==> src/hdl/assert_macros.svh <==
// ----------------------------------------------------------------------------
// Assertion macros
// Shared implication checks, clocked on clk and disabled in reset.
// ----------------------------------------------------------------------------
`ifndef ASSERT_MACROS_SVH
`define ASSERT_MACROS_SVH

// Same-cycle implication.
`define JSS_ASSERT_IMPL(lbl, pre, post, msg) \
    lbl: assert property (@(posedge clk) disable iff (!rst_n) (pre) |-> (post)) \
        else $error(msg);

// Next-cycle implication.
`define JSS_ASSERT_NEXT(lbl, pre, post, msg) \
    lbl: assert property (@(posedge clk) disable iff (!rst_n) (pre) |=> (post)) \
        else $error(msg);

`endif

==> src/hdl/jss_pkg.sv <==
// ----------------------------------------------------------------------------
// jss_pkg
// Command codes, status codes and the front-to-back control record.
// ----------------------------------------------------------------------------
`default_nettype none

package jss_pkg;

    // command modes; the back end keeps the running command under the same code
    localparam logic [2:0] MODE_TICK  = 3'd0;
    localparam logic [2:0] MODE_RESET = 3'd1;
    localparam logic [2:0] MODE_IR    = 3'd2;
    localparam logic [2:0] MODE_DR    = 3'd3;
    localparam logic [2:0] MODE_CH1   = 3'd4;
    localparam logic [2:0] MODE_CH2   = 3'd5;

    localparam logic [1:0] ST_CYCLE  = 2'd0;
    localparam logic [1:0] ST_BUSY   = 2'd1;
    localparam logic [1:0] ST_BADLEN = 2'd2;

    localparam int BIT_COUNT_BITS = 6;

    typedef enum logic
    {
        OP_TICK = 1'b0,
        OP_CMD  = 1'b1
    } op_t;

    typedef struct packed
    {
        op_t                       op;
        logic [2:0]                kind;
        logic                      bad_len;
        logic [BIT_COUNT_BITS-1:0] bit_count;
        logic                      debug_break;
        logic                      write_flag;
        logic                      tdo_sample;
    } jss_ctl_t;

endpackage

`default_nettype wire

==> src/hdl/jss_if.sv <==
// ----------------------------------------------------------------------------
// JTAG sequencer channel interfaces
// Command channel and result channel, valid/ready with payload.
// ----------------------------------------------------------------------------
`default_nettype none

interface jss_cmd_if #(
    parameter int WORD_BITS     = 32,
    parameter int ICE_ADDR_BITS = 5
);
    logic                     valid;
    logic                     ready;
    logic [2:0]               mode;
    logic [5:0]               bit_count;
    logic [WORD_BITS-1:0]     shift_data;
    logic                     debug_break;
    logic [ICE_ADDR_BITS-1:0] ice_address;
    logic                     write_flag;
    logic                     tdo_sample;

    modport source
    (
        output valid, mode, bit_count, shift_data, debug_break, ice_address,
               write_flag, tdo_sample,
        input  ready
    );
    modport sink
    (
        input  valid, mode, bit_count, shift_data, debug_break, ice_address,
               write_flag, tdo_sample,
        output ready
    );
endinterface

interface jss_rsp_if #(
    parameter int WORD_BITS = 32
);
    logic                 valid;
    logic                 ready;
    logic                 tms_level;
    logic                 tdi_level;
    logic                 command_done;
    logic [WORD_BITS-1:0] captured_word;
    logic [1:0]           status;

    modport source
    (
        output valid, tms_level, tdi_level, command_done, captured_word, status,
        input  ready
    );
    modport sink
    (
        input  valid, tms_level, tdi_level, command_done, captured_word, status,
        output ready
    );
endinterface

`default_nettype wire

==> src/hdl/jtag_scan_sequencer.sv <==
// ----------------------------------------------------------------------------
// jtag_scan_sequencer
// JTAG master: reset, IR/DR scans and debug chain 1/2 accesses, one TCK
// period per tick transaction.
// ----------------------------------------------------------------------------
//
//  channel  dir  transaction carries
//  -------  ---  -----------------------------------------------------------
//  cmd      in   mode, bit_count, shift_data, debug_break, ice_address,
//                write_flag, tdo_sample
//  rsp      out  tms_level, tdi_level, command_done, captured_word, status
//
//  One cmd transaction per clock sustained while the queue has room; an
//  accepted transaction is written into the queue, and its result, if any,
//  is loaded into the rsp register at the edge where the back end pops it.
//  The back end retires one queue entry per clock while its single result
//  register is empty or taken; each busy tick moves the TAP walk one phase.
//  Reset clears the sequencer and both queue pointers; no clearing pass.
//  rsp.ready low holds the result; the two-entry queue then fills and
//  cmd.ready drops.
//
`default_nettype none

module jtag_scan_sequencer import jss_pkg::*; #(
    parameter int WORD_BITS     = 32,
    parameter int ICE_ADDR_BITS = 5
) (
    input  logic      clk,
    input  logic      rst_n,
    jss_cmd_if.sink   cmd,
    jss_rsp_if.source rsp
);

    localparam int QW = $bits(jss_ctl_t) + WORD_BITS + ICE_ADDR_BITS;

    // front end to queue
    logic                     f_push;
    jss_ctl_t                 f_ctl;
    logic [WORD_BITS-1:0]     f_data;
    logic [ICE_ADDR_BITS-1:0] f_addr;
    logic [QW-1:0]            q_wr_data;
    logic                     q_full;

    // queue to back end
    logic                     q_valid;
    logic                     q_pop;
    logic [QW-1:0]            q_rd_data;
    jss_ctl_t                 b_ctl;
    logic [WORD_BITS-1:0]     b_data;
    logic [ICE_ADDR_BITS-1:0] b_addr;

    // front: decodes mode, flags a bad scan length up front
    jss_front #(
        .WORD_BITS     (WORD_BITS),
        .ICE_ADDR_BITS (ICE_ADDR_BITS)
    ) u_front (
        .cmd    (cmd),
        .q_full (q_full),
        .push   (f_push),
        .ctl    (f_ctl),
        .data   (f_data),
        .addr   (f_addr)
    );

    assign q_wr_data = {f_ctl, f_data, f_addr};

    jss_queue #(
        .WIDTH (QW)
    ) u_queue (
        .clk       (clk),
        .rst_n     (rst_n),
        .push      (f_push),
        .push_data (q_wr_data),
        .full      (q_full),
        .pop       (q_pop),
        .pop_valid (q_valid),
        .pop_data  (q_rd_data)
    );

    assign {b_ctl, b_data, b_addr} = q_rd_data;

    // back: busy/reject decisions and the TAP walk live here, in order
    jss_back #(
        .WORD_BITS     (WORD_BITS),
        .ICE_ADDR_BITS (ICE_ADDR_BITS)
    ) u_back (
        .clk     (clk),
        .rst_n   (rst_n),
        .q_valid (q_valid),
        .ctl     (b_ctl),
        .data    (b_data),
        .addr    (b_addr),
        .pop     (q_pop),
        .rsp     (rsp)
    );

endmodule

`default_nettype wire

==> src/hdl/jss_front.sv <==
// ----------------------------------------------------------------------------
// jss_front
// Takes command transactions, classifies them and pushes them to the queue.
// ----------------------------------------------------------------------------
`default_nettype none

module jss_front import jss_pkg::*; #(
    parameter int WORD_BITS     = 32,
    parameter int ICE_ADDR_BITS = 5
) (
    jss_cmd_if.sink                  cmd,
    input  logic                     q_full,
    output logic                     push,
    output jss_ctl_t                 ctl,
    output logic [WORD_BITS-1:0]     data,
    output logic [ICE_ADDR_BITS-1:0] addr
);

    logic is_cmd;
    logic is_scan;

    assign cmd.ready = !q_full;
    assign push      = cmd.valid && !q_full;

    // modes 6 and 7 run as clock ticks
    assign is_cmd  = cmd.mode inside {[MODE_RESET:MODE_CH2]};
    assign is_scan = cmd.mode inside {MODE_IR, MODE_DR};

    always_comb
    begin
        ctl.op          = is_cmd ? OP_CMD : OP_TICK;
        ctl.kind        = cmd.mode;
        ctl.bad_len     = is_scan &&
                          (cmd.bit_count == '0 || 32'(cmd.bit_count) > WORD_BITS);
        ctl.bit_count   = cmd.bit_count;
        ctl.debug_break = cmd.debug_break;
        ctl.write_flag  = cmd.write_flag;
        ctl.tdo_sample  = cmd.tdo_sample;
    end

    assign data = cmd.shift_data;
    assign addr = cmd.ice_address;

endmodule

`default_nettype wire

==> src/hdl/jss_queue.sv <==
// ----------------------------------------------------------------------------
// jss_queue
// Two-entry queue between the front end and the back end.
// ----------------------------------------------------------------------------
`default_nettype none

`include "assert_macros.svh"

module jss_queue #(
    parameter int WIDTH = 8
) (
    input  logic             clk,
    input  logic             rst_n,
    input  logic             push,
    input  logic [WIDTH-1:0] push_data,
    output logic             full,
    input  logic             pop,
    output logic             pop_valid,
    output logic [WIDTH-1:0] pop_data
);

    localparam int DEPTH = 2;

    logic [WIDTH-1:0] mem_reg [DEPTH];
    logic             wr_ptr_reg, wr_ptr_next;
    logic             rd_ptr_reg, rd_ptr_next;
    logic [1:0]       count_reg, count_next;

    always_ff @(posedge clk)
    begin
        if (push)
        begin
            mem_reg[wr_ptr_reg] <= push_data;
        end
    end

    assign pop_data  = mem_reg[rd_ptr_reg];
    assign pop_valid = count_reg != 2'd0;
    assign full      = count_reg == 2'(DEPTH);

    always_comb
    begin
        wr_ptr_next = push ? !wr_ptr_reg : wr_ptr_reg;
        rd_ptr_next = pop ? !rd_ptr_reg : rd_ptr_reg;
        case ({push, pop})
            2'b10:   count_next = count_reg + 2'd1;
            2'b01:   count_next = count_reg - 2'd1;
            default: count_next = count_reg;
        endcase
    end

    always_ff @(posedge clk or negedge rst_n)
    begin
        if (!rst_n)
        begin
            wr_ptr_reg <= 1'b0;
            rd_ptr_reg <= 1'b0;
            count_reg  <= 2'd0;
        end
        else
        begin
            wr_ptr_reg <= wr_ptr_next;
            rd_ptr_reg <= rd_ptr_next;
            count_reg  <= count_next;
        end
    end

    `JSS_ASSERT_NEXT(a_q_fill, push && !pop, count_reg == $past(count_reg) + 2'd1, "queue count did not grow on push")

endmodule

`default_nettype wire

==> src/hdl/jss_back.sv <==
// ----------------------------------------------------------------------------
// jss_back
// Runs the TAP sequences one TCK cycle per tick and registers the result.
// ----------------------------------------------------------------------------
`default_nettype none

`include "assert_macros.svh"

module jss_back import jss_pkg::*; #(
    parameter int WORD_BITS     = 32,
    parameter int ICE_ADDR_BITS = 5
) (
    input  logic                     clk,
    input  logic                     rst_n,
    input  logic                     q_valid,
    input  jss_ctl_t                 ctl,
    input  logic [WORD_BITS-1:0]     data,
    input  logic [ICE_ADDR_BITS-1:0] addr,
    output logic                     pop,
    jss_rsp_if.source                rsp
);

    localparam int PW = $clog2(WORD_BITS + ICE_ADDR_BITS + 8);
    localparam int IW = $clog2(WORD_BITS);

    // sequencer state
    logic                     busy_reg, busy_next;
    logic [2:0]               kind_reg, kind_next;
    logic [PW-1:0]            phase_reg, phase_next;
    logic [PW-1:0]            len_reg, len_next;
    logic [WORD_BITS-1:0]     out_reg, out_next;
    logic [WORD_BITS-1:0]     in_reg, in_next;
    logic [ICE_ADDR_BITS-1:0] addr_reg, addr_next;
    logic                     brk_reg, brk_next;
    logic                     wr_reg, wr_next;

    // result register
    logic                     rsp_valid_reg, rsp_valid_next;
    logic                     rsp_tms_reg, rsp_tms_next;
    logic                     rsp_tdi_reg, rsp_tdi_next;
    logic                     rsp_done_reg, rsp_done_next;
    logic [WORD_BITS-1:0]     rsp_word_reg, rsp_word_next;
    logic [1:0]               rsp_status_reg, rsp_status_next;

    // current TCK cycle
    logic                     cyc_tms, cyc_tdi, cyc_last;
    logic                     shift_right, shift_left, shift_addr;
    logic                     cap_dr, cap_ch1;
    logic [PW-1:0]            pre_len, shift_end, phase_off, a0, wbp;
    logic [IW-1:0]            cap_idx;

    assign pre_len   = (kind_reg == MODE_IR) ? PW'(4) : PW'(3);
    assign shift_end = pre_len + len_reg;
    assign phase_off = phase_reg - pre_len;
    assign cap_idx   = phase_off[IW-1:0];
    assign a0        = wr_reg ? PW'(WORD_BITS + 3) : PW'(3);
    assign wbp       = a0 + PW'(ICE_ADDR_BITS);

    always_comb
    begin
        cyc_tms     = 1'b0;
        cyc_tdi     = 1'b0;
        cyc_last    = 1'b1;
        shift_right = 1'b0;
        shift_left  = 1'b0;
        shift_addr  = 1'b0;
        cap_dr      = 1'b0;
        cap_ch1     = 1'b0;
        case (kind_reg)
            MODE_RESET:
            begin
                cyc_tms  = phase_reg < PW'(5);
                cyc_last = phase_reg >= PW'(5);
            end
            MODE_IR, MODE_DR:
            begin
                if (phase_reg < pre_len)
                begin
                    cyc_tms = phase_reg == '0 ||
                              (phase_reg == PW'(1) && kind_reg == MODE_IR);
                end
                else if (phase_reg < shift_end)
                begin
                    cyc_tdi     = out_reg[0];
                    cyc_tms     = phase_reg == shift_end - PW'(1);
                    shift_right = 1'b1;
                    cap_dr      = kind_reg == MODE_DR;
                end
                else
                begin
                    cyc_tms = phase_reg == shift_end;
                end
                cyc_last = phase_reg == shift_end + PW'(1);
            end
            MODE_CH1:
            begin
                if (phase_reg < PW'(3))
                begin
                    cyc_tms = phase_reg == '0;
                end
                else if (phase_reg == PW'(3))
                begin
                    cyc_tdi = brk_reg;
                end
                else if (phase_reg < PW'(WORD_BITS + 4))
                begin
                    cyc_tdi    = out_reg[WORD_BITS-1];
                    cyc_tms    = phase_reg == PW'(WORD_BITS + 3);
                    shift_left = 1'b1;
                    cap_ch1    = 1'b1;
                end
                else
                begin
                    cyc_tms = phase_reg == PW'(WORD_BITS + 4);
                end
                cyc_last = phase_reg == PW'(WORD_BITS + 5);
            end
            MODE_CH2:
            begin
                if (phase_reg < PW'(3))
                begin
                    cyc_tms = phase_reg == '0;
                end
                else if (phase_reg < a0)
                begin
                    cyc_tdi     = out_reg[0];
                    shift_right = 1'b1;
                end
                else if (phase_reg < wbp)
                begin
                    cyc_tdi    = addr_reg[0];
                    shift_addr = 1'b1;
                end
                else if (phase_reg == wbp)
                begin
                    cyc_tms = 1'b1;
                    cyc_tdi = wr_reg;
                end
                else
                begin
                    cyc_tms = phase_reg == wbp + PW'(1);
                end
                cyc_last = phase_reg == wbp + PW'(2);
            end
            default:
            begin
            end
        endcase
    end

    assign pop = q_valid && (!rsp_valid_reg || rsp.ready);

    always_comb
    begin
        busy_next       = busy_reg;
        kind_next       = kind_reg;
        phase_next      = phase_reg;
        len_next        = len_reg;
        out_next        = out_reg;
        in_next         = in_reg;
        addr_next       = addr_reg;
        brk_next        = brk_reg;
        wr_next         = wr_reg;
        rsp_valid_next  = rsp_valid_reg && !rsp.ready;
        rsp_tms_next    = rsp_tms_reg;
        rsp_tdi_next    = rsp_tdi_reg;
        rsp_done_next   = rsp_done_reg;
        rsp_word_next   = rsp_word_reg;
        rsp_status_next = rsp_status_reg;
        if (pop)
        begin
            rsp_valid_next = 1'b0;
            if (ctl.op == OP_CMD)
            begin
                if (busy_reg || ctl.bad_len)
                begin
                    rsp_valid_next  = 1'b1;
                    rsp_tms_next    = 1'b0;
                    rsp_tdi_next    = 1'b0;
                    rsp_done_next   = 1'b0;
                    rsp_word_next   = '0;
                    rsp_status_next = busy_reg ? ST_BUSY : ST_BADLEN;
                end
                else
                begin
                    busy_next  = 1'b1;
                    kind_next  = ctl.kind;
                    phase_next = '0;
                    len_next   = PW'(ctl.bit_count);
                    out_next   = data;
                    in_next    = '0;
                    addr_next  = addr;
                    brk_next   = ctl.debug_break;
                    wr_next    = ctl.write_flag;
                end
            end
            else if (busy_reg)
            begin
                rsp_valid_next  = 1'b1;
                rsp_tms_next    = cyc_tms;
                rsp_tdi_next    = cyc_tdi;
                rsp_done_next   = cyc_last;
                rsp_status_next = ST_CYCLE;
                rsp_word_next   = (cyc_last && (kind_reg == MODE_DR || kind_reg == MODE_CH1))
                                  ? in_reg : '0;
                if (cyc_last)
                begin
                    busy_next  = 1'b0;
                    phase_next = '0;
                end
                else
                begin
                    phase_next = phase_reg + PW'(1);
                end
                if (shift_right)
                begin
                    out_next = out_reg >> 1;
                end
                if (shift_left)
                begin
                    out_next = out_reg << 1;
                end
                if (shift_addr)
                begin
                    addr_next = addr_reg >> 1;
                end
                if (cap_dr)
                begin
                    in_next[cap_idx] = ctl.tdo_sample;
                end
                if (cap_ch1)
                begin
                    in_next = {in_reg[WORD_BITS-2:0], ctl.tdo_sample};
                end
            end
        end
    end

    always_ff @(posedge clk or negedge rst_n)
    begin
        if (!rst_n)
        begin
            busy_reg      <= 1'b0;
            kind_reg      <= MODE_TICK;
            phase_reg     <= '0;
            len_reg       <= '0;
            rsp_valid_reg <= 1'b0;
        end
        else
        begin
            busy_reg      <= busy_next;
            kind_reg      <= kind_next;
            phase_reg     <= phase_next;
            len_reg       <= len_next;
            rsp_valid_reg <= rsp_valid_next;
        end
    end

    always_ff @(posedge clk)
    begin
        out_reg        <= out_next;
        in_reg         <= in_next;
        addr_reg       <= addr_next;
        brk_reg        <= brk_next;
        wr_reg         <= wr_next;
        rsp_tms_reg    <= rsp_tms_next;
        rsp_tdi_reg    <= rsp_tdi_next;
        rsp_done_reg   <= rsp_done_next;
        rsp_word_reg   <= rsp_word_next;
        rsp_status_reg <= rsp_status_next;
    end

    assign rsp.valid         = rsp_valid_reg;
    assign rsp.tms_level     = rsp_tms_reg;
    assign rsp.tdi_level     = rsp_tdi_reg;
    assign rsp.command_done  = rsp_done_reg;
    assign rsp.captured_word = rsp_word_reg;
    assign rsp.status        = rsp_status_reg;

    `JSS_ASSERT_IMPL(a_idle_phase, !busy_reg, phase_reg == '0, "phase moved while idle")
    `JSS_ASSERT_IMPL(a_done_ends, $fell(busy_reg), rsp_valid_reg && rsp_done_reg, "command ended without done")
    `JSS_ASSERT_IMPL(a_word_on_done, rsp_valid_reg && !rsp_done_reg, rsp_word_reg == '0, "capture word outside done")

endmodule

`default_nettype wire

==> src/flat_wrapper.sv <==
// flat-port wrapper written by rule: the top's interface ports become plain ports
module jtag_scan_sequencer_flat import jss_pkg::*;
#(
    parameter int WORD_BITS     = 32,
    parameter int ICE_ADDR_BITS = 5
)
  (clk, rst_n, cmd_valid, cmd_mode, cmd_bit_count, cmd_shift_data, cmd_debug_break, cmd_ice_address, cmd_write_flag, cmd_tdo_sample, cmd_ready, rsp_valid, rsp_tms_level, rsp_tdi_level, rsp_command_done, rsp_captured_word, rsp_status, rsp_ready);
  jss_cmd_if #(.WORD_BITS(WORD_BITS), .ICE_ADDR_BITS(ICE_ADDR_BITS)) cmd_i ();
  jss_rsp_if #(.WORD_BITS(WORD_BITS)) rsp_i ();
  input  logic clk;
  input  logic rst_n;
  input wire logic [$bits(cmd_i.valid)-1:0] cmd_valid;
  input wire logic [$bits(cmd_i.mode)-1:0] cmd_mode;
  input wire logic [$bits(cmd_i.bit_count)-1:0] cmd_bit_count;
  input wire logic [$bits(cmd_i.shift_data)-1:0] cmd_shift_data;
  input wire logic [$bits(cmd_i.debug_break)-1:0] cmd_debug_break;
  input wire logic [$bits(cmd_i.ice_address)-1:0] cmd_ice_address;
  input wire logic [$bits(cmd_i.write_flag)-1:0] cmd_write_flag;
  input wire logic [$bits(cmd_i.tdo_sample)-1:0] cmd_tdo_sample;
  output wire logic [$bits(cmd_i.ready)-1:0] cmd_ready;
  output wire logic [$bits(rsp_i.valid)-1:0] rsp_valid;
  output wire logic [$bits(rsp_i.tms_level)-1:0] rsp_tms_level;
  output wire logic [$bits(rsp_i.tdi_level)-1:0] rsp_tdi_level;
  output wire logic [$bits(rsp_i.command_done)-1:0] rsp_command_done;
  output wire logic [$bits(rsp_i.captured_word)-1:0] rsp_captured_word;
  output wire logic [$bits(rsp_i.status)-1:0] rsp_status;
  input wire logic [$bits(rsp_i.ready)-1:0] rsp_ready;
  assign cmd_i.valid = cmd_valid;
  assign cmd_i.mode = cmd_mode;
  assign cmd_i.bit_count = cmd_bit_count;
  assign cmd_i.shift_data = cmd_shift_data;
  assign cmd_i.debug_break = cmd_debug_break;
  assign cmd_i.ice_address = cmd_ice_address;
  assign cmd_i.write_flag = cmd_write_flag;
  assign cmd_i.tdo_sample = cmd_tdo_sample;
  assign cmd_ready = cmd_i.ready;
  assign rsp_valid = rsp_i.valid;
  assign rsp_tms_level = rsp_i.tms_level;
  assign rsp_tdi_level = rsp_i.tdi_level;
  assign rsp_command_done = rsp_i.command_done;
  assign rsp_captured_word = rsp_i.captured_word;
  assign rsp_status = rsp_i.status;
  assign rsp_i.ready = rsp_ready;
  jtag_scan_sequencer #(.WORD_BITS(WORD_BITS), .ICE_ADDR_BITS(ICE_ADDR_BITS)) u_core (.clk(clk), .rst_n(rst_n), .cmd(cmd_i), .rsp(rsp_i));
endmodule
==> config.mk <==
export PLATFORM = sky130hd
export DESIGN_NAME = jtag_scan_sequencer_flat
export DESIGN_NICKNAME = d
export VERILOG_FILES = /design/src/hdl/jss_pkg.sv /design/src/hdl/jss_if.sv /design/src/hdl/jtag_scan_sequencer.sv /design/src/hdl/jss_front.sv /design/src/hdl/jss_queue.sv /design/src/hdl/jss_back.sv /design/src/flat_wrapper.sv
export VERILOG_INCLUDE_DIRS = /design/src /design/src/hdl
export SDC_FILE = /design/constraint.sdc
export NUM_CORES = 1
export LEC_CHECK = 0
export ABC_AREA = 1
export CORE_ASPECT_RATIO = 1.75
export CORE_MARGIN = 1.5
export CORE_UTILIZATION = 45
export DETAILED_ROUTE_END_ITERATION = 7
export DONT_BUFFER_PORTS = 1
export HOLD_SLACK_MARGIN = 0.05
export REMOVE_ABC_BUFFERS = 1
export SLEW_MARGIN = 10
export SYNTH_ARGS = -nofsm -noshare
export SYNTH_HDL_FRONTEND = slang
export SYNTH_SLANG_ARGS = --single-unit
==> constraint.sdc <==
create_clock -name clk -period 4.3 [get_ports clk]
set_input_delay 0.43 -clock clk [delete_from_list [all_inputs] [get_ports clk]]
set_output_delay 0.43 -clock clk [all_outputs]
set_load 0.01 [all_outputs]
==> Yosys cells after proc, flatten, opt, wreduce, memory -nomap -nowiden <==
Memories as Yosys holds them, arrays and structs flattened.
Cells that the tools add are included.
{ "totals": {"regBits": 129, "mem_bits_rw": 102, "input_bits": 53, "out_inout_bits": 39, "elab_cells": 188, "memories": 1} }
{ "mem_list": {"columns": ["memory", "depth", "width", "rd", "rd_ports_with_merged_regs", "wr", "line_no", "rtl"], "rows": [
  ["u_core.u_queue.mem_reg", 2, 51, 1, 0, 1, "jss_queue.sv:24", "logic [WIDTH-1:0] mem_reg [DEPTH];"]
]} }
{ "op_classes": {"addsub": 10, "order_cmp": 13, "eq_ne": 23, "mux": 87, "bitwise": 1, "n_reduce_logical": 35} }
{ "ops": {"columns": ["operator", "count"], "rows": [
  ["$mux W32", 14],
  ["$mux W1", 52],
  ["$eq A6 B6 Y1", 6],
  ["$bwmux W32", 1],
  ["$mux W6", 5],
  ["$mux W5", 4],
  ["$add A6 B1 Y6 const B", 3],
  ["$eq A6 B6 Y1 const B", 3],
  ["$lt A6 B6 Y1", 3],
  ["$eq A3 B2 Y1 const B", 4],
  ["$logic_not A6 Y1", 2],
  ["$reduce_and A4 Y1", 3],
  ["$reduce_bool A2 Y1", 5],
  ["$reduce_and A3 Y1", 3],
  ["$logic_and A1 B1 Y1", 8],
  ["$mux W2", 4],
  ["$pmux W1 S4", 2],
  ["$add A3 B6 Y6", 1],
  ["$add A6 B2 Y6 const B", 1],
  ["$add A6 B3 Y6 const B", 1],
  ["$eq A3 B3 Y1 const B", 2],
  ["$eq A6 B1 Y1 const B", 1],
  ["$eq A6 B2 Y1 const B", 1],
  ["$ge A6 B3 Y1 const B", 1],
  ["other kinds (28)", 39]
]} }

==> Longest topological paths before layout <==
Gate-level depths: netlist (run 1).
{ "depth": {"depth_word": 12, "mapped_depth": 22, "ltp_nobuf": 22} }

==> By module <==
A second synthesis (run 1) with hierarchy kept.
{ "unflattened": {"cells_unflattened": 1155, "area_unflattened_um2": 11431.0} }
{ "modules_own_cells": {"columns": ["mod", "n_inst", "cells_each", "area_per_inst_um2"], "rows": [
  ["jss_back", 1, 797, 6969.2],
  ["jss_queue", 1, 290, 4006.3],
  ["jss_front", 1, 68, 455.4]
]} }

==> Worst setup path after synthesis (run 1) <==
No wires, ideal clock.
{ "synth_timing": {"path_kind": "register to register", "start": "reg u_core.u_back.kind_reg[2]", "end": "reg u_core.u_back.out_reg[0], enable pin", "arrival_ps": 4218, "required_time_ps": 3859, "path_slack_ps": -358, "stages_incl_launch_ff": 15, "synth_period_minus_slack_ps": 4658, "cell_sequence": "dfrtp_1 > nor3_1 > inv_1 > ha_1 > fa_1 > nand2_1 > nand2_2 > ha_1 > inv_1 > nor2_1 > nand2_1 > nor2_1 > nor2_1 > nand3_1 > a31oi_1"} }
{ "synth_between": {"elab_chain_len": 9} }
{ "synth_rtl": {"columns": ["item", "line_no", "rtl"], "rows": [
  ["start: declaration", "jss_back.sv:28", "logic [2:0] kind_reg, kind_next;"],
  ["start signal: assignment", "jss_back.sv:252", "kind_reg <= kind_next;"],
  ["$eq A3 B2 Y1", "jss_back.sv:52, jss_back.sv:69", null],
  ["$mux W3", "jss_back.sv:52", "assign pre_len = (kind_reg == MODE_IR) ? PW'(4) : PW'(3);"],
  ["$add A3 B6 Y6", "jss_back.sv:53", "assign shift_end = pre_len + len_reg;"],
  ["$lt A6 B6 Y1", "jss_back.sv:82", "else if (phase_reg < shift_end)"],
  ["$mux W1", "jss_back.sv:82", null],
  ["$mux W1", "jss_back.sv:77", "if (phase_reg < pre_len)"],
  ["$pmux W1 S2", "jss_back.sv:69", "case (kind_reg)"],
  ["$reduce_bool A3 Y1 (no source line) *", null, null],
  ["$reduce_and A4 Y1 (no source line) *", null, null],
  ["end signal: assignment", "jss_back.sv:261", "out_reg <= out_next;"],
  ["end: declaration", "jss_back.sv:31", "logic [WORD_BITS-1:0] out_reg, out_next;"]
]} }
Mark *: on every way between the ends. The rest lies on a longest branch, timed or not.
A chain may end at the register's enable or synchronous reset.

==> Final worst setup path (run 1) <==
{ "layout_timing": {"start": "reg u_core.u_back.kind_reg[1]", "end": "reg u_core.u_back.rsp_word_reg[17] (netlist: u_core.u_back.rsp.captured_word[17]) (data pin)"} }
{ "layout_between": {"elab_chain_len": 10} }
{ "layout_rtl": {"columns": ["item", "line_no", "rtl"], "rows": [
  ["$eq A3 B2 Y1", "jss_back.sv:52, jss_back.sv:69", null],
  ["$mux W3", "jss_back.sv:52", null],
  ["$add A3 B6 Y6", "jss_back.sv:53", null],
  ["$add A6 B1 Y6", "jss_back.sv:93", "cyc_last = phase_reg == shift_end + PW'(1);"],
  ["$eq A6 B6 Y1", "jss_back.sv:93", null],
  ["$pmux W1 S4", "jss_back.sv:69", null],
  ["$logic_and A1 B1 Y1 *", "jss_back.sv:204", "rsp_word_next = (cyc_last && (kind_reg == MODE_DR || kind_reg == MODE_CH1))"],
  ["$mux W32 *", "jss_back.sv:205", "? in_reg : '0;"],
  ["$mux W32 *", "jss_back.sv:197", "else if (busy_reg)"],
  ["$mux W32 *", "jss_back.sv:173", "if (ctl.op == OP_CMD)"],
  ["end signal: assignment", "jss_back.sv:269", "rsp_word_reg <= rsp_word_next;"],
  ["end: declaration", "jss_back.sv:42", "logic [WORD_BITS-1:0] rsp_word_reg, rsp_word_next;"]
]} }
Mark *: on every way between the ends. The rest lies on a longest branch, timed or not. The select of a mux whose other input is x is not followed.

==> impl_metrics.tcl, run 1 <==
set metrics [dict create \
    clk_path_buf_depth 3 \
    cts_max_level 1 \
    route.detailed.wl_per_inst_um 16.41 \
    setup_viol 0 \
    cts_resized 0 \
    drc_errors 0 \
    cts_buffers 22 \
    vias 7985 \
    cp.required_ns 4.68 \
    worst_slew_pin_slew_ns 1.041 \
    antenna_cells 0 \
    p_per_area_mw_per_mm2 762.5 \
    cts_tree "yes" \
    antenna_found_initial 0 \
    clk_latency_ns 0.53 \
    cpPeakStageDelay_ns 0.48 \
    critPathSlowestCell "fa_1" \
    largest_register_ffs 102 \
    p_sw_uw 3859 \
    die_w_um 121.7 \
    min_period_ns 3.807 \
    hp-class "in -> reg" \
    syn_inst 1150 \
    drt_pass1_iterations 5 \
    cts.root.buffer_cell "clkbuf_16" \
    start_kind "flop" \
    fmax_mhz 262.7 \
    crit_path_max_fanout 32 \
    combPwrFrac 0.386 \
    fin_area_mm2 0.01272 \
    p_seq_frac 0.404 \
    critical_path_arrival_ns 4.18 \
    dpl-instance-area_mm2 0.01145 \
    ir_drop_mv 0.4901 \
    synth.area.top_cells "edfxtp_1, nand2_1, o21ai_0" \
    clkSlewWorstSetupHoldPaths_ns 0.07 \
    portBuffers 0 \
    gr-total-overflow 0 \
    clkPwrFrac 0.210 \
    synth_top_area_frac 0.5685 \
    drtAntennaViolNets 0 \
    cp-end-kind "flop" \
    yosys_warnings 0 \
    routed_wl_mm 24.88 \
    swShare 0.3978 \
    p_leak_uw 0.005092 \
    status "finished clean" \
    ys_types 40 \
    die_area_mm2 0.02564 \
    fin_crit_sh 0.8853 \
    slew_headroom 0.3035 \
    place_congestion 0.8954 \
    stdcell_count 1516 \
    dpl.cell_count 1424 \
    row_count 75 \
    vias_per_cell 5.267 \
    drive_gt1_frac 0.06457 \
    slew_violations 0 \
    yosysTopAreaCell "edfxtp_1" \
    clock_sinks 231 \
    maxCapViolCount 0 \
    grt_use_total 0.2037 \
    grt_pass1_wl_mm 41.21 \
    coreArea_mm2 0.02412 \
    fin_skew_ns 0.02269 \
    area_growth_pct 14.71 \
    yosysSeqAreaShare 0.6158 \
    worstSetupPathType "reg -> reg" \
    nets 1267 \
    start_util 0.4600 \
    p_int_uw 5843 \
    grt_max_degree 94 \
    hold_viol_final 0 \
    hpwl_mm 16.37 \
    tns_ns 0 \
    final_cell_mix "nand2_1, edfxtp_1, o21ai_0" \
    num_io_pins 92 \
    rsz0062_at_grt "false" \
    ys_seq_elements 231 \
    cts_setup_buffers 0 \
    crit_top_cell "nor2_1" \
    syn_area_per_cell_um2 9.646 \
    final_common_cell "nand2_1" \
    drtIter0Drc 583 \
    chipHeight_um 210.7 \
    grt_pass1_vias 8374 \
    path_cells "inv_1 > nor3_1 > buf_4 > inv_1 > ha_1 > fa_1 > ha_1 > o21ai_1 > xor2_1 > nand2_1 > nor2_1 > nand3_1 > nor2_1 > nand2_2 > nand2_4 > nand3_4 > nor2_1" \
    synth_area_mm2 0.01109 \
]
==> area by class of cell <==
cell class	instances	area, µm²
clock buffer	28	583.1
timing repair buffer	67	658.1
fill	2085	11390
clock inverter	12	173.9
tap	308	385.4
sequential	231	6833
inverter	99	371.6
multi-input combinational	771	3720
==> metal layers <==
| layer | wire (µm) | share of wire | up-vias | GRT usage |
|---|---|---|---|---|
| li1 | - | - | 3987 | - |
| met1 | 9452 | 0.38 | 3741 | 0.2168 |
| met2 | 13570 | 0.55 | 192 | 0.3848 |
| met3 | 978 | 0.039 | 65 | 0.02997 |
| met4 | 877 | 0.035 | 0 | 0.09939 |
| met5 | 0 | 0 | - | 0 |
==> kinds of logic after synthesis <==
kind of cell / count (synthesis) / synth area share
AND/OR/NAND/NOR: 521 / 0.1939
buffers and inverters: 148 / 0.05301
XOR/XNOR: 9 / 0.007106
flip-flops: 231 / 0.6158
adder cells (fa/ha/maj): 22 / 0.02617
AO/OA/AOI/OAI: 219 / 0.1040
==> power by group through the flow <==
stage | clock network, µW | registers (µW) | logic, µW
final | 2040 | 3920 | 3740
after global routing | 2170 | 4010 | 4310
after CTS | 2100 | 3930 | 3780
after detailed placement | 0 | 3970 | 3720
after global placement | 0 | 3960 | 3650
after floorplan | 0 | 3900 | 2640
==> path summary, 6_finish.rpt <==
kind                                                                      to  cells after the start  slack [ns]                                     from
setup / recovery           u_core.u_back.rsp.captured_word[17]$_SDFFCE_PP0P_                     17        0.49    u_core.u_back.kind_reg[1]$_DFFE_PN0P_
hold / removal                       u_core.u_queue.mem_reg[0][50]$_DFFE_PP_                      2        0.17                              cmd_mode[0]
setup reg to reg           u_core.u_back.rsp.captured_word[17]$_SDFFCE_PP0P_                     17        0.49    u_core.u_back.kind_reg[1]$_DFFE_PN0P_
hold reg to reg                        u_core.u_back.kind_reg[1]$_DFFE_PN0P_                      2        0.51  u_core.u_queue.mem_reg[1][48]$_DFFE_PP_
max in group asynchronous              u_core.u_queue.rd_ptr_reg$_DFFE_PN0P_                      1        3.07                                    rst_n
min in group asynchronous              u_core.u_back.kind_reg[1]$_DFFE_PN0P_                      1        0.53                                    rst_n
==> synthesized netlist by cell type <==
| library cell | n |
|---|---|
| nand2_1 | 320 |
| edfxtp_1 | 210 |
| o21ai_0 | 132 |
| nor2_1 | 108 |
| inv_1 | 97 |
| a21oi_1 | 53 |
| nand3_1 | 40 |
| clkbuf_1 | 39 |
| dfrtp_1 | 21 |
| ha_1 | 20 |
| a31oi_1 | 15 |
| nor3_1 | 15 |
| nand4_1 | 11 |
| nor2_2 | 11 |
| o22ai_1 | 6 |
| xor2_1 | 6 |
| buf_2 | 5 |
| or2_2 | 4 |
| buf_6 | 3 |
| nand2_2 | 3 |
| nand3b_1 | 3 |
| o21ai_1 | 3 |
| xnor2_1 | 3 |
| a32oi_1 | 2 |
| fa_1 | 2 |
| nand3_2 | 2 |
| o2111ai_1 | 2 |
| o211ai_1 | 2 |
| a21boi_0 | 1 |
| buf_1 | 1 |
| buf_4 | 1 |
| clkinv_1 | 1 |
| inv_2 | 1 |
| nand2_4 | 1 |
| nand3_4 | 1 |
| nor3_2 | 1 |
| nor4_1 | 1 |
| o21a_1 | 1 |
| o31ai_1 | 1 |
| o32ai_1 | 1 |
==> worst max-delay path, delay by kind of cell, from the launching register on <==
kind	cells	cell delay (ns)
AOI/OAI and AO/OA	1	0.16
DFF	1	0.41
xor gates and xnor gates	1	0.17
buffers and inverters	3	0.56
adders and majority gates	3	1.09
and+or+nand+nor	9	1.24
==> metrics by stage <==
| step | utilization | setup WS (ns) | total power, µW | hold WS (ns) |
|---|---|---|---|---|
| after global routing | 0.5276 | 0.1823 | 10490 | 0.1744 |
| after detailed placement | 0.4747 | 0.5039 | 7692 | 0.1351 |
| after global placement | 0.4747 | 0.6620 | 7611 | 0.1351 |
| after floorplan | - | -1.387 | 6541 | 0.1344 |
| final | 0.5276 | 0.4932 | 9703 | 0.1664 |
| after CTS | 0.5276 | 0.4845 | 9808 | 0.1501 |
==> timing repair <==
item                                    in CTS  in global routing
endpoints found under the hold margin      121                  0
endpoints found under the setup margin       0                  0
hold buffers                                52                  0
Power figures use the tool's default switching activity.
==> run 2, diff against run 1 <==
--- a/config.mk
+++ b/config.mk
@@ -8,12 +8,11 @@
 export LEC_CHECK = 0
 export ABC_AREA = 1
 export CORE_ASPECT_RATIO = 1.75
-export CORE_MARGIN = 1.5
-export CORE_UTILIZATION = 45
+export CORE_MARGIN = 3
+export CORE_UTILIZATION = 25
 export DETAILED_ROUTE_END_ITERATION = 7
 export DONT_BUFFER_PORTS = 1
 export HOLD_SLACK_MARGIN = 0.05
-export REMOVE_ABC_BUFFERS = 1
 export SLEW_MARGIN = 10
 export SYNTH_ARGS = -nofsm -noshare
 export SYNTH_HDL_FRONTEND = slang
==> run 2 against run 1 <==
Hold slack better by 0.012 ns. First-iteration DRC count decreased by 14%. Largest power group unchanged. Combinational power barely moved. Flip-flop and latch count unchanged. Maximum frequency increased by 0.55%. Critical path depth is the same. Cell area up 3.0%. Power rose by 2.0%. Non-clock buffer count up 1. Final cell count increased by 17%. Global-route usage shrank 8.5 points. Sequential power up 1%.
==> impl_metrics.tcl, run 2 (synthesis results as in run 1) <==
set metrics [dict create \
    coreArea_mm2 0.04360 \
    cts_buffers 25 \
    p_int_uw 5900 \
    min-delay-start "cmd_mode[0]" \
    syn-num-nets 1225 \
    combPwrFrac 0.381 \
    drtAntennaViolNets 0 \
    p_per_area_mw_per_mm2 754.9 \
    clock_sinks 231 \
    route.detailed.wl_per_inst_um 15.78 \
    drive_gt1_frac 0.06854 \
    nets 1271 \
    cts_setup_buffers 0 \
    hold_viol_final 0 \
    grt_use_total 0.1182 \
    num_io_pins 92 \
    hp-class "in -> reg" \
    vias 8176 \
    finish.utilization 0.3006 \
    p_sw_uw 3994 \
    slew_violations 0 \
    drt_pass1_iterations 4 \
    rsz0062_at_grt "false" \
    tns_ns 0 \
    cts_max_level 1 \
    crit_path_max_fanout 32 \
    maxCapViolCount 0 \
    place_congestion 0.9137 \
    critical_path_arrival_ns 4.15 \
    final_common_cell "nand2_1" \
    cp.required_ns 4.66 \
    stdcell_count 1779 \
    largest_register_ffs 102 \
    drc_errors 0 \
    final_cell_mix "nand2_1, edfxtp_1, o21ai_0" \
    drtIter0Drc 500 \
    die_w_um 165.2 \
    slew_headroom 0.2745 \
    ir_drop_mv 0.3716 \
    grt_max_degree 52 \
    layout_setup_ws_ns 0.5142 \
    portBuffers 0 \
    start_util 0.2544 \
    crit_path_start "u_core.u_back.kind_reg[1]$_DFFE_PN0P_" \
    status "finished clean" \
    worst_slew_pin_slew_ns 1.086 \
    clkPwrFrac 0.218 \
    p_leak_uw 0.005122 \
    setup_viol 0 \
    row_count 101 \
    start_kind "flop" \
    place_ws_ns 0.5063 \
    cp-end-kind "flop" \
    cts.root.buffer_cell "clkbuf_16" \
    area_growth_pct 18.16 \
    hpwl_mm 19.09 \
    antenna_found_initial 2 \
    cts_resized 0 \
    die_area_mm2 0.04704 \
    routed_wl_mm 28.07 \
    r2r-start "u_core.u_back.kind_reg[1]$_DFFE_PN0P_" \
    hold_buffers 52 \
    grt_pass1_wl_mm 43.95 \
    chipHeight_um 284.7 \
    dpl.cell_count 1683 \
    clk_path_buf_depth 3 \
    swShare 0.4037 \
    min_period_ns 3.786 \
    fmax_mhz 264.1 \
    p_seq_frac 0.401 \
    fin_skew_ns 0.01921 \
    fin_crit_sh 0.8804 \
    gr-total-overflow 0 \
    worstSetupPathType "reg -> reg" \
    cts_tree "yes" \
    clkSlewWorstSetupHoldPaths_ns 0.06 \
    clk_latency_ns 0.54 \
    vias_per_cell 4.596 \
    grt_pass1_vias 8080 \
]
[run 2: cell count changes in the layout (fill, tap and decap cells not counted)]
cell       before  now
clkinv_1        4    1
clkbuf_16      22   25
diode_2         0    2
inv_8           0    2
clkbuf_1        5    6
clkinv_8        1    0
clkinv_4        0    2
bufinv_16       4    3
clkbuf_8        1    0
buf_4          13   14
[run 2: worst max-delay path: stages, from the launching register on]
cell and delay (ns):
dfrtp_1 0.41, inv_1 0.17, nor3_1 0.06, buf_4 0.16, inv_1 0.23, ha_1 0.28, fa_1 0.47, ha_1 0.32
o21ai_1 0.16, xor2_1 0.16, nand2_1 0.06, nor2_1 0.08, nand3_1 0.08, nor2_1 0.12, nand2_2 0.14, nand2_4 0.11
nand3_4 0.34, nor2_2 0.24
[run 2: cell type report]
type,count,area [µm²]
Fill cell,4532,30490
Sequential cell,231,6833
Multi-Input combinational cell,771,3720
Tap cell,566,708.2
Timing Repair Buffer,68,665.6
Clock buffer,31,648.1
Inverter,99,371.6
Clock inverter,11,156.4
Antenna cell,2,5.005
[run 2: power by group through the flow]
stage                     Sequential (µW)  Clock (µW)  Combinational, µW
after detailed placement             4040           0               3730
after global placement               4020           0               3670
final                                3970        2160               3770
after global routing                 4060        2310               4280
after floorplan                      3840           0               2790
after CTS                            3990        2210               3800
[run 2: metal layers]
layer | part of all wire | up-vias | routed length, µm | GRT usage
met4 | 0.043 | 0 | 1201 | 0.05771
met2 | 0.54 | 204 | 15280 | 0.2235
met3 | 0.038 | 61 | 1064 | 0.01516
met1 | 0.38 | 3905 | 10530 | 0.1255
li1 | - | 4006 | - | -
met5 | 0 | - | 0 | 0
[run 2: path summary, 6_finish.rpt]
path	cells after the start	endpoint	slack [ns]
setup / recovery	17	u_core.u_back.rsp.captured_word[9]$_SDFFCE_PP0P_	0.51
hold / removal	2	u_core.u_queue.mem_reg[0][50]$_DFFE_PP_	0.18
setup reg to reg	17	u_core.u_back.rsp.captured_word[9]$_SDFFCE_PP0P_	0.51
hold reg to reg	2	u_core.u_back.brk_reg$_DFFE_PP_	0.53
max in group asynchronous	1	u_core.u_queue.rd_ptr_reg$_DFFE_PN0P_	3.11
min in group asynchronous	1	u_core.u_back.len_reg[3]$_DFFE_PN0P_	0.51
[run 2: per-stage QoR]
stage,instance area (µm²),hold WS (ns),total power [µW]
final,13110,0.1780,9895
after detailed placement,11780,0.1367,7764
after CTS,13100,0.1691,10010
after global routing,13110,0.1801,10650
after global placement,11780,0.1368,7688
after floorplan,11100,0.1344,6626
==> run 3, diff against run 2 <==
--- a/config.mk
+++ b/config.mk
@@ -13,6 +13,7 @@
 export DETAILED_ROUTE_END_ITERATION = 7
 export DONT_BUFFER_PORTS = 1
 export HOLD_SLACK_MARGIN = 0.05
+export RECOVER_POWER = 50
 export SLEW_MARGIN = 10
 export SYNTH_ARGS = -nofsm -noshare
 export SYNTH_HDL_FRONTEND = slang
==> run 3 against run 2 <==
The flow now finishes with violations (max-capacitance violations, max-slew violations). Combinational power barely moved. Register-to-register slack barely moved. Maximum frequency rose by 0.20%. Clock skew barely moved. Setup slack improved by 0.0074 ns. Via count fell by 0.29%. Flip-flop and latch count did not move. Largest cell class unchanged. Largest power group unchanged.
==> impl_metrics.tcl, run 3 (synthesis results as in run 1) <==
set metrics [dict create \
    status "finished, violations left" \
    violations "max-capacitance violations, max-slew violations" \
    setup_viol 0 \
    clkSlewWorstSetupHoldPaths_ns 0.06 \
    place_congestion 0.9137 \
    crit_path_max_fanout 32 \
    wl_met2_mm 15.24 \
    tns_ns 0 \
    drive_gt1_frac 0.06358 \
    routed_wl_mm 28.02 \
    hold_viol_final 0 \
    hpwl_mm 19.09 \
    die_area_mm2 0.04704 \
    drt_pass1_iterations 5 \
    slew_violations 38 \
    chipHeight_um 284.7 \
    cpPeakStageDelay_ns 0.47 \
    final_common_cell "nand2_1" \
    drc_errors 0 \
    cts_max_level 1 \
    cts.root.buffer_cell "clkbuf_16" \
    final_cell_mix "nand2_1, edfxtp_1, o21ai_0" \
    place_ws_ns 0.5063 \
    cts_setup_buffers 0 \
    gr-total-overflow 0 \
    critical_path_arrival_ns 4.14 \
    num_io_pins 92 \
    vias 8152 \
    worst_slew_pin_slew_ns 1.602 \
    nets 1271 \
    highest_layer "met4" \
    antenna_found_initial 2 \
    grt_pass1_wl_mm 43.95 \
    syn-num-nets 1225 \
    start_kind "flop" \
    routed-wl-met3_mm 1.091 \
    crit_path_start "u_core.u_back.kind_reg[1]$_DFFE_PN0P_" \
    vias_per_cell 4.582 \
    p_per_area_mw_per_mm2 754.7 \
    cts_buffers 25 \
    path_cells "inv_1 > nor3_1 > buf_4 > inv_1 > ha_1 > fa_1 > ha_1 > o21ai_1 > xor2_1 > nand2_1 > nor2_1 > nand3_1 > nor2_1 > nand2_2 > nand2_4 > nand3_4 > nor2_2" \
    critPathTopFamily "simple AND/OR/NAND/NOR gates" \
    grt_max_degree 52 \
    route.detailed.wl_per_inst_um 15.75 \
    portBuffers 0 \
    start_util 0.2544 \
    clock_sinks 231 \
    critPathSlowestCell "fa_1" \
    cts_tree "yes" \
    clk_path_buf_depth 3 \
    drtIter0Drc 455 \
    worstSetupPathType "reg -> reg" \
    hp-class "in -> reg" \
    wl_met1_mm 10.51 \
    r2r-start "u_core.u_back.kind_reg[1]$_DFFE_PN0P_" \
    fin_area_mm2 0.01308 \
    grt_pass1_vias 8080 \
    total_power_uw 9870 \
    worst-path-buf-inv 3 \
    min-delay-start "cmd_mode[0]" \
    cts_resized 0 \
    slew_headroom -0.07213 \
    maxCapViolCount 2 \
    die_w_um 165.2 \
    p_leak_uw 0.005109 \
    dpl-instance-area_mm2 0.01178 \
    fin_skew_ns 0.01871 \
    fmax_mhz 264.7 \
    row_count 101 \
    area_growth_pct 17.90 \
    layout_setup_ws_ns 0.5216 \
    largest_register_ffs 102 \
    drtAntennaViolNets 0 \
    cp.required_ns 4.66 \
    min_period_ns 3.778 \
    grt_use_total 0.1182 \
    clk_latency_ns 0.54 \
    ir_drop_mv 0.3719 \
    coreArea_mm2 0.04360 \
    fin_crit_sh 0.8787 \
    cp-end-kind "flop" \
    rsz0062_at_grt "false" \
]
==> run 3: where the power goes <==
group          total (µW)  leakage, µW  internal, µW  switching, µW
clock                2150     0.000390          1260            896
combinational        3740      0.00249          1140           2600
sequential           3970      0.00223          3500            478
total                9870      0.00511          5900           3970
==> run 3: final timing paths <==
check	cells after the start	endpoint	slack, ns
worst max-delay path	17	u_core.u_back.rsp.captured_word[9]$_SDFFCE_PP0P_	0.52
worst min-delay path	2	u_core.u_queue.mem_reg[0][50]$_DFFE_PP_	0.18
worst max register to register	17	u_core.u_back.rsp.captured_word[9]$_SDFFCE_PP0P_	0.52
worst min register to register	2	u_core.u_back.brk_reg$_DFFE_PP_	0.53
max in group asynchronous	1	u_core.u_queue.rd_ptr_reg$_DFFE_PN0P_	3.11
min in group asynchronous	1	u_core.u_back.len_reg[3]$_DFFE_PN0P_	0.51
==> run 3: worst register-to-register path: cells and delay by family, from the launching register on <==
kind | cells | cell delay [ns]
buffers and inverters | 3 | 0.55
adders and majority gates | 3 | 1.07
xor gates and xnor gates | 1 | 0.16
and+or+nand+nor | 9 | 1.25
DFF | 1 | 0.41
AOI/OAI and AO/OA | 1 | 0.16
==> run 3: stage by stage <==
stage               hold WS [ns]  utilization  instances
floorplan                 0.1344            -       1150
global placement          0.1368       0.2701       1683
detailed placement        0.1367       0.2701       1683
CTS                       0.1691       0.3005       1777
global route              0.1801       0.3000       1779
finish                    0.1782       0.3000       1779
==> run 3: layer usage <==
layer  vias up  global-route usage
met5         -                   0
met4         0             0.05771
met3        59             0.01516
met2       204              0.2235
met1      3881              0.1255
li1       4008                   -
==> run 3: final cells by class <==
| cell class | instances | area, µm² |
|---|---|---|
| clock inverter | 11 | 156.4 |
| fill | 4536 | 30520 |
| timing repair buffer | 68 | 651.9 |
| inverter | 99 | 371.6 |
| clock buffer | 31 | 648.1 |
| antenna | 2 | 5.005 |
| tap | 566 | 708.2 |
| multi-input combinational | 771 | 3705 |
| sequential | 231 | 6833 |
==> run 3: timing repair <==
item | CTS | global route
hold endpoints to repair | 121 | 0
endpoints found under the setup margin | 0 | 0
hold buffers | 52 | 0
